==> src/hw/rtl/sfth_pkg.sv <==
// ----------------------------------------------------------------------------
// sfth_pkg
// Shared types and constants for the symmetric flow tuple hash unit.
// ----------------------------------------------------------------------------
package sfth_pkg;

  localparam int unsigned KEY_BYTES = 13;
  localparam int unsigned HASH_W    = 32;

  localparam logic [HASH_W-1:0] HASH_PRIME = 32'd16777619;
  localparam logic [HASH_W-1:0] FNV_BASIS  = 32'd2166136261;

  // byte 0 is hashed first
  typedef logic [KEY_BYTES-1:0][7:0] key_t;
  typedef logic [HASH_W-1:0]         hash_t;

endpackage

==> src/hw/rtl/sfth_in_if.sv <==
// ----------------------------------------------------------------------------
// sfth_in_if
// Flow key channel: valid/ready handshake carrying one IPv4 five-tuple.
// ----------------------------------------------------------------------------
interface sfth_in_if;
  logic        valid;
  logic        ready;
  logic [31:0] source_address;
  logic [31:0] target_address;
  logic [15:0] source_port;
  logic [15:0] target_port;
  logic [7:0]  protocol_number;

  modport source (
    output valid, source_address, target_address, source_port, target_port,
           protocol_number,
    input  ready
  );
  modport sink (
    input  valid, source_address, target_address, source_port, target_port,
           protocol_number,
    output ready
  );
endinterface

==> src/hw/rtl/sfth_out_if.sv <==
// ----------------------------------------------------------------------------
// sfth_out_if
// Hash result channel: valid/ready handshake carrying one 32-bit flow hash.
// ----------------------------------------------------------------------------
interface sfth_out_if;
  logic        valid;
  logic        ready;
  logic [31:0] flow_hash;

  modport source (
    output valid, flow_hash,
    input  ready
  );
  modport sink (
    input  valid, flow_hash,
    output ready
  );
endinterface

==> src/hw/rtl/symmetric_flow_tuple_hash_unit.sv <==
// ----------------------------------------------------------------------------
// symmetric_flow_tuple_hash_unit
// FNV-1 32-bit hash of an IPv4 five-tuple with optional direction-insensitive
// endpoint ordering.
// ----------------------------------------------------------------------------
// The unit takes one flow key beat per clock while in_flow.ready is high and
// returns each hash, one result beat per clock when the output keeps up. The
// key is ordered on entry, then passes through a row of thirteen cells, one
// per key byte, each doing one 32-bit multiply by the FNV prime and a byte
// XOR; the last cell is the output register. A stall on the output fills
// empty cells first, so input beats are still taken until the row is full.
// keep_direction resets to 1 and must only be written while the unit is
// empty.
module symmetric_flow_tuple_hash_unit (
  input  logic clk,
  input  logic rst_n,
  input  logic cfg_write_enable,
  input  logic cfg_write_data,
  sfth_in_if.sink    in_flow,
  sfth_out_if.source out_hash
);

  localparam int unsigned N = sfth_pkg::KEY_BYTES;

  logic            keep_direction_r;
  logic            keep_direction_nxt;
  sfth_pkg::key_t  entry_key;

  logic            stg_valid [N+1];
  logic            stg_ready [N+1];
  sfth_pkg::hash_t stg_hash  [N+1];
  sfth_pkg::key_t  stg_key   [N+1];

  always_comb begin
    keep_direction_nxt = cfg_write_enable ? cfg_write_data : keep_direction_r;
  end

  always_ff @(posedge clk) begin
    if (!rst_n) begin
      keep_direction_r <= 1'b1;
    end else begin
      keep_direction_r <= keep_direction_nxt;
    end
  end

  sfth_order u_order (
    .keep_direction  (keep_direction_r),
    .source_address  (in_flow.source_address),
    .target_address  (in_flow.target_address),
    .source_port     (in_flow.source_port),
    .target_port     (in_flow.target_port),
    .protocol_number (in_flow.protocol_number),
    .key             (entry_key)
  );

  assign stg_valid[0] = in_flow.valid;
  assign stg_hash[0]  = sfth_pkg::FNV_BASIS;
  assign stg_key[0]   = entry_key;
  assign in_flow.ready = stg_ready[0];

  for (genvar gi = 0; gi < N; gi++) begin : g_cell
    sfth_cell u_cell (
      .clk      (clk),
      .rst_n    (rst_n),
      .up_valid (stg_valid[gi]),
      .up_ready (stg_ready[gi]),
      .up_hash  (stg_hash[gi]),
      .up_key   (stg_key[gi]),
      .dn_valid (stg_valid[gi+1]),
      .dn_ready (stg_ready[gi+1]),
      .dn_hash  (stg_hash[gi+1]),
      .dn_key   (stg_key[gi+1])
    );
  end

  assign out_hash.valid     = stg_valid[N];
  assign out_hash.flow_hash = stg_hash[N];
  assign stg_ready[N]       = out_hash.ready;

  a_cfg_hold: assert property (@(posedge clk) disable iff (!rst_n)
    !cfg_write_enable |=> $stable(keep_direction_r))
    else $error("direction mode changed without a write");

  a_cfg_write: assert property (@(posedge clk) disable iff (!rst_n)
    cfg_write_enable |=> keep_direction_r == $past(cfg_write_data))
    else $error("direction mode write lost");

  a_out_stall_blocks_full: assert property (@(posedge clk) disable iff (!rst_n)
    !in_flow.ready |-> out_hash.valid && !out_hash.ready)
    else $error("input refused while output drains");

endmodule

==> src/hw/rtl/sfth_order.sv <==
// ----------------------------------------------------------------------------
// sfth_order
// Endpoint ordering: optionally swaps ports and addresses so both directions
// of a flow give the same key, then lays the key out as bytes in hash order.
// ----------------------------------------------------------------------------
module sfth_order (
  input  logic          keep_direction,
  input  logic [31:0]   source_address,
  input  logic [31:0]   target_address,
  input  logic [15:0]   source_port,
  input  logic [15:0]   target_port,
  input  logic [7:0]    protocol_number,
  output sfth_pkg::key_t key
);

  logic        swap_ports;
  logic        swap_addrs;
  logic [15:0] port_a;
  logic [15:0] port_b;
  logic [31:0] addr_a;
  logic [31:0] addr_b;

  always_comb begin
    swap_ports = !keep_direction && (target_port < source_port);
    swap_addrs = swap_ports ||
                 (!keep_direction && (target_port == source_port) &&
                  (target_address < source_address));
    port_a = swap_ports ? target_port : source_port;
    port_b = swap_ports ? source_port : target_port;
    addr_a = swap_addrs ? target_address : source_address;
    addr_b = swap_addrs ? source_address : target_address;

    // ports low byte first, addresses most significant byte first
    key[0]  = port_a[7:0];
    key[1]  = port_a[15:8];
    key[2]  = port_b[7:0];
    key[3]  = port_b[15:8];
    key[4]  = addr_a[31:24];
    key[5]  = addr_a[23:16];
    key[6]  = addr_a[15:8];
    key[7]  = addr_a[7:0];
    key[8]  = addr_b[31:24];
    key[9]  = addr_b[23:16];
    key[10] = addr_b[15:8];
    key[11] = addr_b[7:0];
    key[12] = protocol_number;
  end

endmodule

==> src/hw/rtl/sfth_cell.sv <==
// ----------------------------------------------------------------------------
// sfth_cell
// One FNV-1 byte step: multiplies the running hash by the prime, XORs in the
// lowest key byte and hands hash and remaining key bytes to the next cell.
// ----------------------------------------------------------------------------
module sfth_cell (
  input  logic           clk,
  input  logic           rst_n,
  input  logic           up_valid,
  output logic           up_ready,
  input  sfth_pkg::hash_t up_hash,
  input  sfth_pkg::key_t  up_key,
  output logic           dn_valid,
  input  logic           dn_ready,
  output sfth_pkg::hash_t dn_hash,
  output sfth_pkg::key_t  dn_key
);

  logic            valid_r;
  logic            valid_nxt;
  sfth_pkg::hash_t hash_r;
  sfth_pkg::hash_t hash_nxt;
  sfth_pkg::key_t  key_r;
  sfth_pkg::key_t  key_nxt;

  always_comb begin
    up_ready  = !valid_r || dn_ready;
    valid_nxt = up_ready ? up_valid : valid_r;
    hash_nxt  = sfth_pkg::hash_t'(up_hash * sfth_pkg::HASH_PRIME) ^
                {{(sfth_pkg::HASH_W-8){1'b0}}, up_key[0]};
    // next byte moves into the low slot
    key_nxt   = sfth_pkg::key_t'(up_key >> 8);
  end

  always_ff @(posedge clk) begin
    if (!rst_n) begin
      valid_r <= 1'b0;
    end else begin
      valid_r <= valid_nxt;
    end
  end

  always_ff @(posedge clk) begin
    if (up_valid && up_ready) begin
      hash_r <= hash_nxt;
      key_r  <= key_nxt;
    end
  end

  assign dn_valid = valid_r;
  assign dn_hash  = hash_r;
  assign dn_key   = key_r;

  a_empty_takes: assert property (@(posedge clk) disable iff (!rst_n)
    !valid_r |-> up_ready)
    else $error("empty cell refused a beat");

  a_hold_on_stall: assert property (@(posedge clk) disable iff (!rst_n)
    valid_r && !dn_ready |=> valid_r && $stable(hash_r))
    else $error("stalled cell lost or changed its beat");

  a_take_fills: assert property (@(posedge clk) disable iff (!rst_n)
    up_valid && up_ready |=> valid_r)
    else $error("accepted beat not held");

endmodule

==> src/flat_wrapper.sv <==
// flat-port wrapper written by rule: the top's interface ports become plain ports
module symmetric_flow_tuple_hash_unit_flat 
  (clk, rst_n, cfg_write_enable, cfg_write_data, in_flow_valid, in_flow_source_address, in_flow_target_address, in_flow_source_port, in_flow_target_port, in_flow_protocol_number, in_flow_ready, out_hash_valid, out_hash_flow_hash, out_hash_ready);
  sfth_in_if in_flow_i ();
  sfth_out_if out_hash_i ();
  input  logic clk;
  input  logic rst_n;
  input  logic cfg_write_enable;
  input  logic cfg_write_data;
  input wire logic [$bits(in_flow_i.valid)-1:0] in_flow_valid;
  input wire logic [$bits(in_flow_i.source_address)-1:0] in_flow_source_address;
  input wire logic [$bits(in_flow_i.target_address)-1:0] in_flow_target_address;
  input wire logic [$bits(in_flow_i.source_port)-1:0] in_flow_source_port;
  input wire logic [$bits(in_flow_i.target_port)-1:0] in_flow_target_port;
  input wire logic [$bits(in_flow_i.protocol_number)-1:0] in_flow_protocol_number;
  output wire logic [$bits(in_flow_i.ready)-1:0] in_flow_ready;
  output wire logic [$bits(out_hash_i.valid)-1:0] out_hash_valid;
  output wire logic [$bits(out_hash_i.flow_hash)-1:0] out_hash_flow_hash;
  input wire logic [$bits(out_hash_i.ready)-1:0] out_hash_ready;
  assign in_flow_i.valid = in_flow_valid;
  assign in_flow_i.source_address = in_flow_source_address;
  assign in_flow_i.target_address = in_flow_target_address;
  assign in_flow_i.source_port = in_flow_source_port;
  assign in_flow_i.target_port = in_flow_target_port;
  assign in_flow_i.protocol_number = in_flow_protocol_number;
  assign in_flow_ready = in_flow_i.ready;
  assign out_hash_valid = out_hash_i.valid;
  assign out_hash_flow_hash = out_hash_i.flow_hash;
  assign out_hash_i.ready = out_hash_ready;
  symmetric_flow_tuple_hash_unit u_core (.clk(clk), .rst_n(rst_n), .cfg_write_enable(cfg_write_enable), .cfg_write_data(cfg_write_data), .in_flow(in_flow_i), .out_hash(out_hash_i));
endmodule
==> config.mk <==
export PLATFORM = sky130hd
export DESIGN_NAME = symmetric_flow_tuple_hash_unit_flat
export DESIGN_NICKNAME = d
export VERILOG_FILES = /design/src/hw/rtl/sfth_pkg.sv /design/src/hw/rtl/sfth_in_if.sv /design/src/hw/rtl/sfth_out_if.sv /design/src/hw/rtl/symmetric_flow_tuple_hash_unit.sv /design/src/hw/rtl/sfth_order.sv /design/src/hw/rtl/sfth_cell.sv /design/src/flat_wrapper.sv
export SDC_FILE = /design/constraint.sdc
export NUM_CORES = 2
export LEC_CHECK = 0
export BUFFER_PORTS_ARGS = -buffer_cell sky130_fd_sc_hd__buf_2
export CAP_MARGIN = 20
export CELL_PAD_IN_SITES_DETAIL_PLACEMENT = 0
export CELL_PAD_IN_SITES_GLOBAL_PLACEMENT = 1
export CORE_ASPECT_RATIO = 0.9
export CORE_MARGIN = 5
export CORE_UTILIZATION = 40
export DETAILED_ROUTE_END_ITERATION = 6
export PLACE_DENSITY = 0.62
export SYNTH_ARGS = -nofsm -noshare
export SYNTH_HDL_FRONTEND = slang
export SYNTH_SLANG_ARGS = --single-unit
==> constraint.sdc <==
create_clock -name clk -period 17.03 [get_ports clk]
set_clock_uncertainty 0.05 [all_clocks]
set_input_delay 0.8515 -clock clk [delete_from_list [all_inputs] [get_ports clk]]
set_output_delay 0.8515 -clock clk [all_outputs]
set_load 0.1 [all_outputs]
# Word level (Yosys, flattened, before mapping)
# Index checks and enable logic that the tools add are counted.
# classes
magnitude_cmp	2
n_mux	4
reduce_logical	44
n_bitwise	13
eq_ne	1
n_mul	12
# op_table
operator	n
32-bit by 8-bit bitwise XOR with 32-bit output	12
32-bit by 25-bit multiplier with 32-bit output (second input constant)	11
32-bit two-way mux	2
32-bit less-than comparator	1
27-bit by 25-bit multiplier with 32-bit output (second input constant)	1
16-bit two-way mux	2
16-bit == test	1
1-bit logical AND	16
16-bit less-than comparator	1
1-bit zero test	14
1-bit logical OR	14
5-bit inverter with 14-bit output	1
# word_totals
out_inout_bits	34
regBits	1039
in_bits	110
word_cells	181

# Longest topological paths before layout
# logic_depth
depth_word	15
depth_mapped	23
ltp_nobuf	23

# By module
# A second synthesis with hierarchy kept.
# hier_totals
hier_cells	10004
area_unflattened_um2	127599.9
# modules_own_cells
mod	seq_area_each_um2	n_inst	cells_per_inst	area_each_um2
sfth_cell at u_core.g_cell[10].u_cell ...	3863.7	5	757	9643.0
sfth_cell at u_core.g_cell[0].u_cell ...	3863.7	4	729	9505.4
sfth_cell at u_core.g_cell[8].u_cell	3863.7	1	767	9726.8
sfth_cell at u_core.g_cell[2].u_cell	3863.7	1	748	9678.0
sfth_cell at u_core.g_cell[9].u_cell	3863.7	1	751	9673.0
sfth_cell at u_core.g_cell[7].u_cell	3863.7	1	734	9561.7
sfth_order	0.0	1	298	2682.6
symmetric_flow_tuple_hash_unit	20.0	1	5	41.3

# Worst setup path after synthesis
# OpenSTA, ideal clock, no wires.
# synth_path
path_type	flip-flop to flip-flop
start	register u_core.g_cell[12].u_cell.valid_r
end	register u_core.g_cell[1].u_cell.hash_r[0], enable pin
t_required_ns	16.198
setup_time_ns	0.782
t_arrival_ns	10.548
synth_period_minus_slack_ns	11.381
slack_ns	5.649
path_stages_with_launch	8
n_path_buf	1
cell_sequence	dfxtp_1 -> nor2b_1 -> and3_1 -> and3_1 -> and2_1 -> and3_1 -> clkbuf_1 -> a21boi_0
# synth_between
elab_chain_cells	14
# synth_lines
item	line_no	rtl
start: declaration	sfth_cell.sv:19	logic valid_r;
start signal: assignment	sfth_cell.sv:39	valid_r <= valid_nxt;
1-bit zero test	sfth_cell.sv:27	up_ready = !valid_r || dn_ready;
1-bit logical OR (12 in a row)	sfth_cell.sv:27	
1-bit logical AND	sfth_cell.sv:44	if (up_valid && up_ready) begin
end signal: assignment	sfth_cell.sv:45	hash_r <= hash_nxt;
end: declaration	sfth_cell.sv:21	sfth_pkg::hash_t hash_r;
# Every way passes these cells.
# A chain may end at the register's enable or synchronous reset.

# Final worst setup path
# layout_path
start	register u_core.g_cell[1].u_cell.hash_r[4]
end	register u_core.g_cell[2].u_cell.hash_r[29] (data pin)
# layout_between
elab_chain_cells	2
# layout_lines
item	line_no	rtl
32-bit by 25-bit multiplier with 32-bit output	sfth_cell.sv:29	hash_nxt = sfth_pkg::hash_t'(up_hash * sfth_pkg::HASH_PRIME) ^
32-bit by 8-bit bitwise XOR with 32-bit output	sfth_cell.sv:29	
via u_core.g_cell[2].u_cell.hash_nxt[29]	sfth_cell.sv:22	sfth_pkg::hash_t hash_nxt;
end signal: assignment	sfth_cell.sv:45	
end: declaration	sfth_cell.sv:21	
# The timed path passes the listed nets, and every way through them passes these cells.

==> impl_metrics.yaml <==
detailed_routing:
  dr.pass1.iters: 6
  routed_wirelength_um: 223000
  wl_per_cell_um: 18.5
  first_iter_violations: 3029
  drc: 0
  antenna_left: 0
  via_per_inst: 5.00
  num_vias: 60600
logic_synthesis:
  ys_ff_latch: 1030
  synth-adder-area-share_pct: 44.3
  synthSimpleGateAreaFrac_pct: 4.65
  seq_area_frac_synth_pct: 31.1
  ys.flop_type: "edfxtp_1"
  muxShareOfSynthArea_pct: 0.269
  netlist_instances: 8561
  syn_area_per_cell_um2: 11.6
  netlist_area_um2: 98900
  async_reset_ff_share_pct: 0
  yosys.area.top_type: "edfxtp_1"
  synthDistinctLibCells: 86
  synth.most_common_cell: "ha_1"
  yosys-top-cells-count: "ha_1, inv_1, edfxtp_1"
  synth_top_area_share_pct: 30.8
  ys_warn_count: 0
  synth_xor_area_share_pct: 4.85
  synth.area.top_cells: "edfxtp_1, ha_1, fa_1"
  synth_edf_count: 1016
  synth_compound_area_share_pct: 6.98
  synth_top_family_by_area: "adder cells"
placed_design:
  placed_cell_area_um2: 104000
  numPortBuffers: 143
  dp_hpwl_um: 183000
  place.gp.congestion: 0.863
final_layout:
  final_util_pct: 43.8
  fin_area_um2: 108000
  fillers: 23000
  layout.nets: 11900
  area_delta_synth_final_pct: 9.10
  layout-drive-gt1-share_pct: 4.91
clocking:
  cts-root-buf: "clkbuf_16"
  cts.path.max_buffers: 3
  cts_setup_buffers: 0
  clk_latency_ps: 780
  path_clk_slew_ps: 60
  hold_buffers: 0
  ctsResizeCount: 0
  clock_sinks: 1030
  cts_tree: "yes"
  cts_buffers: 116
  cts_max_level: 3
worst_hold_path:
  hp-class: "in2reg"
  hp-start: "in_flow_protocol_number[0]"
global_routing:
  grt_max_degree: 99
  grt_usage_pct: 17.8
  use_met1_pct: 26.1
  globalRouteMet2Util_pct: 28.0
  grt.busiest_layer: "met2"
  grt_pass1_wl_um: 363000
  grt.met3_usage_pct: 2.32
  gr-total-overflow: 0
  antenna_found_initial: 44
  grt_pass1_vias: 64600
outcome:
  status: "complete, no violations"
worst_setup_path:
  crit-reg2reg-capture: "u_core.g_cell[2].u_cell.dn_hash[29]$_DFFE_PP_"
  endpoint: "u_core.g_cell[2].u_cell.dn_hash[29]$_DFFE_PP_"
  worst-path-max-fanout: 6
  startpoint: "u_core.g_cell[1].u_cell.dn_hash[4]$_DFFE_PP_"
  cp_slowest_cell: "a311oi_1"
  worstPathRequired_ps: 17490
  start_kind: "flop"
  reg2reg_from: "u_core.g_cell[1].u_cell.dn_hash[4]$_DFFE_PP_"
  max_stage_delay_ps: 530
  worst_ep_arrival_time_ps: 6450
  critical_path_class: "reg2reg"
  worst_r2r_path_depth: 21
  crit_top_cell: "ha_1"
  r2r_slack_ps: 11040
  path_cells: "ha_1 -> ha_1 -> xor2_1 -> ha_1 -> a31o_2 -> ha_1 -> fa_1 -> ha_1 -> inv_1 -> fa_1 -> inv_1 -> ha_1 -> a21o_1 -> a21oi_1 -> nand2_1 -> a311oi_1 -> o21ai_0 -> a31oi_1 -> o21ai_0 -> a21oi_1 -> o211ai_1"
  worst_setup_path_end_kind: "flop"
sta:
  min_period_ps: 5990
  finalCritPeriodShare_pct: 35.2
  hold_viol: 0
  max_clock_freq_mhz: 167
  rsz0062_at_grt: "false"
  fin_setup_tns_ps: 0
  tightestPinTransition_ps: 1030
  timing.slew.headroom_pct: 29.7
  setup_viol: 0
  finalMaxSlewViolations: 0
floorplan:
  initial_utilization_pct: 40.1
  die_w_um: 534
  die_h_um: 482
  io_pins: 144
  dieArea_um2: 257000
  core_area_um2: 247000
  rows: 173
job:
  maxCapViolations: 0
stage by stage:
step	hold slack [ps]	setup WS (ps)	instances
CTS	122	10990	12100
finish	204	11040	12100
floorplan	350	5650	8562
detailed placement	355	11030	11900
global route	137	10650	12100
global placement	350	11060	11900
state kept, by name, indices dropped and copies added (netlist names):
name and cells:
u_core.g_cell.u_cell.dn_hash 392, u_core.g_cell.u_cell.dn_key 624, u_core.g_cell.u_cell.dn_valid 13, u_core.keep_direction_r 1
critical path: cells and delay by family, from the launching register on:
kind	cells	cell delay, ps
fa+ha+maj	8	2520
compound gates	9	2310
xor+xnor	1	150
simple gates	1	80
flops	1	520
buf+inv	2	90
logic make-up (layout without fill, tap and decap cells):
group / Yosys count / count (layout)
AO/OA/AOI/OAI: 1009 / 1009
XOR/XNOR: 548 / 548
adder cells (fa/ha/maj): 3012 / 3012
buffers and inverters: 2043 / 2337
flip-flops: 1030 / 1030
multiplexers: 25 / 25
other: 2 / 18
AND/OR/NAND/NOR: 892 / 892
area by class of cell:
| type | count | area (µm²) | share of cell area, % |
|---|---|---|---|
| Multi-Input combinational cell | 5489 | 60700 | 56.2 |
| Tap cell | 3237 | 4050 | 3.75 |
| Clock inverter | 89 | 1150 | 1.07 |
| Antenna cell | 15 | 37.5 | 0.0348 |
| Sequential cell | 1030 | 30800 | 28.5 |
| Inverter | 1937 | 7270 | 6.74 |
| Clock buffer | 129 | 2950 | 2.73 |
| Timing Repair Buffer | 182 | 1020 | 0.947 |
cell usage in the layout, fill, tap and decap left out, drive strengths merged, types with 152 or more instances in the layout:
| cell type | count |
|---|---|
| xor2 | 157 |
| nand2 | 155 |
| nor2 | 157 |
| edfxtp | 1016 |
| a21oi | 282 |
| inv | 1948 |
| buf | 182 |
| fa | 824 |
| o21ai | 152 |
| ha | 2188 |
| xnor2 | 391 |
worst min-delay path by stage:
stage	depth (start not counted)	endpoint
after floorplan	0	u_core.g_cell[10].u_cell.dn_key[0]$_DFFE_PP_
after global placement	0	u_core.g_cell[1].u_cell.dn_key[58]$_DFFE_PP_
after detailed placement	0	u_core.g_cell[11].u_cell.dn_key[1]$_DFFE_PP_
after CTS	1	u_core.g_cell[0].u_cell.dn_key[90]$_DFFE_PP_
after global routing	1	u_core.g_cell[0].u_cell.dn_key[90]$_DFFE_PP_
final	1	u_core.g_cell[0].u_cell.dn_key[88]$_DFFE_PP_
per-layer routing:
layer	wire length, µm	share of wire, %
met3	8030	3.6
met4	5560	2.5
met1	112000	50
met2	98000	44
met5	34	0.015
Power is left out: the tool's default activity adds up to more than one toggle a clock period on the data nets, which glitch-free logic cannot reach.
